### src/rtl/core/isort_pkg.sv
// Package for the insertion sort sequence block: state encoding and cell control.
// Used by isort_cell, insertion_sort_sequence and the testbench; depends on nothing else.
`timescale 1ns / 1ps
`default_nettype none

package isort_pkg;

    localparam int unsigned DATA_W = 32;

    typedef enum logic {
        ST_FILL,
        ST_DRAIN
    } state_t;

    // Control that is broadcast to every cell of the chain.
    typedef struct packed {
        logic insert;
        logic drain;
    } cell_ctrl_t;

endpackage

`default_nettype wire

### src/rtl/core/isort_cell.sv
// One compare-and-shift cell of the sorting chain.
// Depends on isort_pkg for the control struct and data width.
`timescale 1ns / 1ps
`default_nettype none

module isort_cell (
    input  wire logic                                 aclk,
    input  wire isort_pkg::cell_ctrl_t                ctrl,
    input  wire logic signed [isort_pkg::DATA_W-1:0]  key,
    input  wire logic                                 self_valid,
    input  wire logic                                 left_valid,
    input  wire logic                                 left_gt,
    input  wire logic signed [isort_pkg::DATA_W-1:0]  left_value,
    input  wire logic signed [isort_pkg::DATA_W-1:0]  right_value,
    output logic signed [isort_pkg::DATA_W-1:0]       value,
    output logic                                      gt
);

    logic signed [isort_pkg::DATA_W-1:0] value_reg;
    logic signed [isort_pkg::DATA_W-1:0] value_next;

    // Strictly greater keeps equal values in arrival order.
    assign gt    = self_valid && (value_reg > key);
    assign value = value_reg;

    always_comb begin
        value_next = value_reg;
        if (ctrl.drain) begin
            value_next = right_value;
        end else if (ctrl.insert && (gt || (!self_valid && left_valid))) begin
            // Either the key lands here or the larger left neighbour moves up.
            value_next = left_gt ? left_value : key;
        end
    end

    always_ff @(posedge aclk) begin
        value_reg <= value_next;
    end

endmodule

`default_nettype wire

### src/rtl/core/insertion_sort_sequence.sv
// The first result is offered in the cycle after the transfer of the last item.
// One item per cycle is taken while a set is being filled; a set of N held values
// is then emitted at one result per cycle while m_ready is high.
// Inputs are refused while a run is being emitted. Reset clears the count, the overflow
// flag and the state machine; cell contents are not reset and count as empty.
// Depends on isort_pkg and isort_cell.
`timescale 1ns / 1ps
`default_nettype none

module insertion_sort_sequence #(
    parameter int unsigned MAX_ITEMS = 16
) (
    input  wire logic                                 aclk,
    input  wire logic                                 aresetn,
    input  wire logic                                 s_valid,
    output logic                                      s_ready,
    input  wire logic signed [isort_pkg::DATA_W-1:0]  s_value,
    input  wire logic                                 s_last_item,
    output logic                                      m_valid,
    input  wire logic                                 m_ready,
    output logic signed [isort_pkg::DATA_W-1:0]       m_sorted_value,
    output logic                                      m_end_of_run,
    output logic                                      m_overflowed
);

    localparam int unsigned CNT_W = $clog2(MAX_ITEMS + 1);

    // The store is a row of cells, cell 0 holding the smallest value. Only the
    // first count_reg cells are meaningful; the rest are treated as free.
    isort_pkg::state_t     state_reg;
    isort_pkg::state_t     state_next;
    logic [CNT_W-1:0]      count_reg;
    logic [CNT_W-1:0]      count_next;
    logic                  dropped_reg;
    logic                  dropped_next;

    logic                  in_xfer;
    logic                  out_xfer;
    logic                  full;
    isort_pkg::cell_ctrl_t ctrl;

    logic signed [isort_pkg::DATA_W-1:0] cell_value [MAX_ITEMS];
    logic                                cell_gt    [MAX_ITEMS];
    logic                                cell_valid [MAX_ITEMS];

    assign in_xfer  = s_valid && s_ready;
    assign out_xfer = m_valid && m_ready;
    assign full     = (count_reg == CNT_W'(MAX_ITEMS));

    // Every cell compares a new value with its own contents at once and either
    // keeps, shifts up or takes the key. Each result transfer shifts the whole
    // chain down towards cell 0.
    assign ctrl.insert = in_xfer && !full;
    assign ctrl.drain  = out_xfer;

    generate
        for (genvar i = 0; i < MAX_ITEMS; i++) begin : g_cell
            logic                                lv;
            logic                                lg;
            logic signed [isort_pkg::DATA_W-1:0] lval;
            logic signed [isort_pkg::DATA_W-1:0] rval;

            assign cell_valid[i] = (CNT_W'(i) < count_reg);

            if (i == 0) begin : g_head
                assign lv   = 1'b1;
                assign lg   = 1'b0;
                assign lval = s_value;
            end else begin : g_body
                assign lv   = cell_valid[i-1];
                assign lg   = cell_gt[i-1];
                assign lval = cell_value[i-1];
            end

            if (i == MAX_ITEMS - 1) begin : g_tail
                assign rval = cell_value[i];
            end else begin : g_mid
                assign rval = cell_value[i+1];
            end

            isort_cell u_cell (
                .aclk        (aclk),
                .ctrl        (ctrl),
                .key         (s_value),
                .self_valid  (cell_valid[i]),
                .left_valid  (lv),
                .left_gt     (lg),
                .left_value  (lval),
                .right_value (rval),
                .value       (cell_value[i]),
                .gt          (cell_gt[i])
            );
        end
    endgenerate

    // Next-state logic.
    always_comb begin
        state_next = state_reg;
        case (state_reg)
            isort_pkg::ST_FILL: begin
                if (in_xfer && s_last_item) begin
                    state_next = isort_pkg::ST_DRAIN;
                end
            end
            isort_pkg::ST_DRAIN: begin
                if (out_xfer && m_end_of_run) begin
                    state_next = isort_pkg::ST_FILL;
                end
            end
            default: begin
                state_next = isort_pkg::ST_FILL;
            end
        endcase
    end

    // Handshake outputs. The result is taken straight from cell 0, which is a
    // register, together with the remaining count and the sticky flag.
    always_comb begin
        s_ready = 1'b0;
        m_valid = 1'b0;
        case (state_reg)
            isort_pkg::ST_FILL: begin
                s_ready = 1'b1;
            end
            isort_pkg::ST_DRAIN: begin
                m_valid = 1'b1;
            end
            default: begin
                s_ready = 1'b0;
                m_valid = 1'b0;
            end
        endcase
    end

    assign m_sorted_value = cell_value[0];
    assign m_end_of_run   = (count_reg == CNT_W'(1));
    assign m_overflowed   = dropped_reg;

    // The count grows on each insertion, and during a run it counts the
    // results still to be sent, so it reaches zero as the run finishes. An
    // item that meets a full store is dropped and sets the sticky flag.
    always_comb begin
        count_next   = count_reg;
        dropped_next = dropped_reg;
        if (in_xfer) begin
            if (full) begin
                dropped_next = 1'b1;
            end else begin
                count_next = count_reg + CNT_W'(1);
            end
        end
        if (out_xfer) begin
            count_next = count_reg - CNT_W'(1);
            if (m_end_of_run) begin
                dropped_next = 1'b0;
            end
        end
    end

    always_ff @(posedge aclk) begin
        if (!aresetn) begin
            state_reg   <= isort_pkg::ST_FILL;
            count_reg   <= '0;
            dropped_reg <= 1'b0;
        end else begin
            state_reg   <= state_next;
            count_reg   <= count_next;
            dropped_reg <= dropped_next;
        end
    end

    // The count never exceeds the number of cells.
    a_count_bound: assert property (@(posedge aclk) disable iff (!aresetn)
        count_reg <= CNT_W'(MAX_ITEMS))
        else $error("held count beyond store depth");

    // A run always offers at least one result.
    a_drain_nonempty: assert property (@(posedge aclk) disable iff (!aresetn)
        m_valid |-> (count_reg != '0))
        else $error("result offered from an empty store");

    // The last transfer of a run leaves the store empty and the flag clear.
    a_run_clears: assert property (@(posedge aclk) disable iff (!aresetn)
        (out_xfer && m_end_of_run) |=> (count_reg == '0 && !dropped_reg && s_ready))
        else $error("store not emptied after run");

    // The two smallest held values are in ascending order while emitting.
    a_head_order: assert property (@(posedge aclk) disable iff (!aresetn)
        (m_valid && count_reg >= CNT_W'(2)) |-> (cell_value[0] <= cell_value[1]))
        else $error("chain out of order");

    // Inputs are never taken while a run is offered.
    a_no_overlap: assert property (@(posedge aclk) disable iff (!aresetn)
        !(s_ready && m_valid))
        else $error("input accepted during a run");

endmodule

`default_nettype wire

### config.mk
export PLATFORM = sky130hd
export DESIGN_NAME = insertion_sort_sequence
export DESIGN_NICKNAME = d
export VERILOG_FILES = /design/src/rtl/core/isort_pkg.sv /design/src/rtl/core/isort_cell.sv /design/src/rtl/core/insertion_sort_sequence.sv
export SDC_FILE = /design/constraint.sdc
export NUM_CORES = 2
export LEC_CHECK = 0
export BUFFER_PORTS_ARGS = -buffer_cell sky130_fd_sc_hd__buf_4
export CAP_MARGIN = 15
export CORE_MARGIN = 4
export CORE_UTILIZATION = 68
export DETAILED_ROUTE_END_ITERATION = 7
export PLACE_DENSITY = 0.84
export SYNTH_ARGS = -nofsm -noshare
export SYNTH_HDL_FRONTEND = slang
export SYNTH_SLANG_ARGS = --single-unit
### constraint.sdc
create_clock -name aclk -period 12.1 [get_ports aclk]
set_input_delay 1.815 -clock aclk [delete_from_list [all_inputs] [get_ports aclk]]
set_output_delay 1.815 -clock aclk [all_outputs]
set_load 0.005 [all_outputs]
# Word-level counts from Yosys, hierarchy flattened
# Index checks and enable logic that the tools add are counted.
[totals]
in_bits = 37
register_bits = 519
[op_classes]
mux = 57
n_reduce_logical = 103
n_bitwise = 2
n_lt_le_gt_ge = 32
n_addsub = 2
n_eq_ne = 3
[op_table]
columns = ["op", "n"]
rows = [
  ["32-bit 2-to-1 mux", 45],
  ["32-bit > comparator", 16],
  ["1-bit logical AND", 52],
  ["4-bit by 5-bit less-than comparator with 1-bit output, first input constant", 8],
  ["2-bit nonzero test", 16],
  ["3-bit by 5-bit less-than comparator with 1-bit output, first input constant", 4],
  ["1-bit logical NOT", 17],
  ["1-bit logical OR", 16],
  ["5-bit 2-to-1 mux", 3],
  ["1-bit by 5-bit less-than comparator with 1-bit output, first input constant", 2],
  ["2-bit by 5-bit less-than comparator with 1-bit output, first input constant", 2],
  ["1-bit 2-to-1 mux", 8],
  ["5-bit by 1-bit adder with 5-bit output, second input constant", 1],
  ["5-bit by 1-bit equality test with 1-bit output, second input constant", 1],
  ["5-bit equality test, second input constant", 1],
  ["5-bit by 1-bit subtractor with 5-bit output, second input constant", 1],
  ["2-bit AND reduction", 2],
  ["2-bit inequality test, second input constant", 1],
  ["1-bit NOT", 2],
  ["1-bit case mux with 2 select lines", 1],
]

# Longest topological paths before layout
[depth]
depth_word = 7
ltp_mapped = 13

# By module
# Synthesis repeated with hierarchy kept, for this count alone.
[unflattened]
cells_unflattened = 4290
area_unflattened_um2 = 39852.0
[modules_own_cells]
columns = ["module", "seq_area_each_um2", "area_per_inst_um2", "instances", "cells_each"]
rows = [
  ["isort_cell", 960.9, 2452.4, 16, 263],
  ["insertion_sort_sequence", 140.1, 614.3, 1, 82],
]

# Least setup slack after synthesis
# OpenSTA, ideal clock, no wires.
[synth_path]
kind = "input port to flip-flop"
start = "input s_value[15] (netlist name)"
end = "register g_cell[13].u_cell.value_reg, in the netlist g_cell[13].u_cell.value[0] (enable)"
path_buffers = 2
slack_ps = 5013
t_required_ps = 11634
cell_stages = 12
t_arrival_ps = 6622
path_cell_list = "clkbuf_1 -> inv_1 -> ha_1 -> nand4_1 -> nor4_1 -> a21boi_1 -> o41ai_1 -> nand3_1 -> mux2i_2 -> buf_2 -> a31oi_1 -> o21ai_0"
[synth_between]
elab_chain_len = 5
[synth_rtl]
columns = ["element", "line", "text"]
rows = [
  ["start: declaration", "insertion_sort_sequence.sv:17", "input wire logic signed [isort_pkg::DATA_W-1:0] s_value,"],
  ["32-bit > comparator", "isort_cell.sv:23", "assign gt = self_valid && (value_reg > key);"],
  ["1-bit logical AND", "isort_cell.sv:23", ""],
  ["1-bit logical OR", "isort_cell.sv:30", "end else if (ctrl.insert && (gt || (!self_valid && left_valid))) begin"],
  ["1-bit logical AND", "isort_cell.sv:30", ""],
  ["2-bit nonzero test (no line)", "--", ""],
  ["end signal: assignment", "isort_cell.sv:37", "value_reg <= value_next;"],
  ["end: declaration", "isort_cell.sv:19", "logic signed [isort_pkg::DATA_W-1:0] value_reg;"],
]
# Every way passes these cells.
# A chain may end at the register's enable or synchronous reset.

# Final worst setup path
[layout_path]
start = "input s_value[31] (netlist name)"
end = "register g_cell[2].u_cell.value_reg, in the netlist g_cell[2].u_cell.value[4] (enable)"
[layout_between]
elab_chain_len = 5
[layout_rtl]
columns = ["element", "line"]
rows = [
  ["32-bit > comparator", "isort_cell.sv:23"],
  ["1-bit logical AND", "isort_cell.sv:23"],
  ["1-bit logical OR", "isort_cell.sv:30"],
  ["1-bit logical AND", "isort_cell.sv:30"],
  ["2-bit nonzero test (no line)", "--"],
  ["end signal: assignment", "isort_cell.sv:37"],
  ["end: declaration", "isort_cell.sv:19"],
]
# Every way passes these cells.

==> metrics.txt <==
status=finished, final reports clean; post-synthesis cell type count=between 70 and 80; Post-DRT Antenna Nets=0; path type of the worst setup path=input port to flop; Slew @ Worst Pin=1193 ps; Vias/cell=7.004; CTS resizes=0; sequential-to-total area share from yosys stat=between 40% and 50%; crit start category=input port; DP HPWL=82.26 mm; H-tree level count=2; largest net degree at the start of global routing=227; die area=59220 sq um; most area-consuming cells after synthesis=edfxtp_1, ha_1, mux2i_1; Ports=73; initial core utilization=69.31%; floorplan row count=between 80 and 90; Max transition margin=about a fifth; CP max stage delay=around 770 ps; 1st-iter DRT viols=4157; RSZ-0062 raised after global routing=no; CTS buffer count=57; critical path's top delay family=buffers and inverters; Leak=16.54 nW; core outline area=approximately 54000 sq um; commonest non-fill, non-tap cell in the layout=ha_1; PwrDens=around 140 nW/um^2; most frequent cells in the layout=ha_1, edfxtp_1, nand2_1; via count=31314; Remaining DRCs=0; Post-Synth Adder-Cell Area=about 17%; fmax=161.6 MHz; grt total ovfl=0; crit path max fanout=33; worst skew pair latency=640 ps; CTS tree=yes; clock root buffer=clkbuf_16; mux contribution to synthesized area=between 10% and 20%; max FFs per register=512; XOR/XNOR share of the synthesized area=0.2790%; Most Frequent Cell on Critical Path=buf_4; Chip Height=around 240 microns; skew final=12.41 ps; CP bufs+invs=4; IO buf count=72; placed cell count=4364; Synth Instances=3706; CP Data Required Time=12400 ps; synthesized net count=4259; Critical-path top delay cell=nor4_1; final net count=4237; Min-Delay Path Class=flop to flop; Synth top area share=40.82%; clock sinks=just over 500; WP data arrival=6490 ps; Yosys warning count=0; vias in the first global route=30544; TNS Setup=0 ps; crit-path cells=buf_4 -> inv_1 -> ha_1 -> nand4_1 -> or2_1 -> nor4_1 -> o311ai_1 -> nand3_1 -> o41a_1 -> buf_4 -> a21oi_1 -> o21ai_4 -> buf_4; initial antenna violation count=3; Hold Buf Count CTS=0; Synth area leader=edfxtp_1; Global Route Usage Sum=38.37%; FF+latch count, synth=~520; min Tclk post-route=between 6000 and 7000 ps; non-filler cells in the finished layout=around 4500; CTS clk-pin slew, worst paths=60 ps; Total Wirelength=117.1 mm; routed wire length per instance=26.20 microns; Final GP Congestion=0.9738; post-CTS setup buffer count=0; Top FF cell, synth=edfxtp_1; first-pass GRT wire length=178.1 mm; endpoints failing hold=0; ys async rst share=0%; worst hold slack=482.5 ps; First-pass DRT Iterations=6; die width=between 200 and 250 microns; Post-Syn Area=~38000 sq um; Max VDD drop=0.1255 mV; Synth-to-Final Area Change=8.351%; post-synthesis compound-gate area fraction=15.05%; clock buffer depth=3; max_cap viols=0; share of post-route cells with drive strength above 1=7.692%; Post-Synth Simple-Gate Area=10.87%; Slew Limit Fails=0; Tcrit/Tclk final=51.13%; Setup crit end kind=flop; largest family of logic cells by synthesized area=adder cells; Post-synth EDFFs=512; final setup vio count=0; Avg Cell Area, Syn=between 10 and 15 sq um
==> cell usage after synthesis, types with 36 or more instances <==
| cell type | count |
|---|---|
| a21o_1 | 36 |
| a21oi_1 | 300 |
| a31oi_1 | 43 |
| clkbuf_1 | 163 |
| edfxtp_1 | 512 |
| ha_1 | 516 |
| inv_1 | 75 |
| mux2i_1 | 417 |
| nand2_1 | 511 |
| nand3_1 | 42 |
| nand4_1 | 94 |
| nor2_1 | 143 |
| o21ai_0 | 178 |
| o21ai_1 | 325 |
==> stage by stage <==
| stage | instance area [sq um] | utilization [%] | total power, mW | setup WS (ps) |
|---|---|---|---|---|
| after floorplan | 37660 | - | 3.210 | 5013 |
| after global placement | 38850 | 71.49 | 3.622 | 5731 |
| after detailed placement | 38850 | 71.49 | 3.681 | 5540 |
| after CTS | 40810 | 75.09 | 5.533 | 6223 |
| after global routing | 40810 | 75.09 | 5.768 | 5880 |
| final | 40810 | 75.09 | 5.578 | 5913 |
==> per-layer routing <==
layer | global-route usage, % | part of all wire (%) | routed length [microns] | up-vias
li1 | - | - | - | 13990
met3 | 9.060 | 12 | 13940 | 460
met2 | 60.44 | 45 | 52590 | 2110
met4 | 19.16 | 5.9 | 6903 | 6
met1 | 50.02 | 37 | 43650 | 14748
met5 | 0 | 0.039 | 46 | -
==> power breakdown <==
part           switching (mW)  total (mW)  internal, mW
clock                   0.773        1.87          1.10
sequential              0.180        2.40          2.22
combinational           0.820        1.31         0.491
total                    1.77        5.58          3.81
==> final timing paths <==
kind / depth (start not counted) / slack (ps) / endpoint / start
worst max-delay path: 13 / 5910 / g_cell[2].u_cell.value[4] / s_value[31]
worst max register to register: 11 / 7440 / g_cell[2].u_cell.value[4] / g_cell[2].u_cell.value[31]
worst min-delay path: 2 / 480 / m_overflowed / m_overflowed
worst min register to register: 2 / 480 / m_overflowed / m_overflowed
==> kinds of logic (layout without fill, tap and decap cells) <==
kind of cell               count (synthesis)  after routing
buffers and inverters                    284            309
AOI/OAI and AO/OA                       1009           1009
DFF                                      519            519
other                                      0              1
adders and majority gates                516            516
xor gates and xnor gates                  12             12
muxes                                    454            454
and+or+nand+nor                          912            912
==> area by class of cell <==
cell class | count | area (sq um)
Fill cell | 3712 | 13540
Inverter | 76 | 285.3
Multi-Input combinational cell | 2903 | 21140
Antenna cell | 1 | 2.502
Clock inverter | 39 | 450.4
Clock buffer | 67 | 1506
Tap cell | 739 | 924.6
Timing Repair Buffer | 127 | 991.0
Sequential cell | 519 | 15510
==> tightest hold or removal path, stage by stage, from the launching register on <==
cell and delay (ps):
dfxtp_1 330, a31oi_1 50, nor2_1 70
Note: power is estimated with default switching activity, not from simulation.
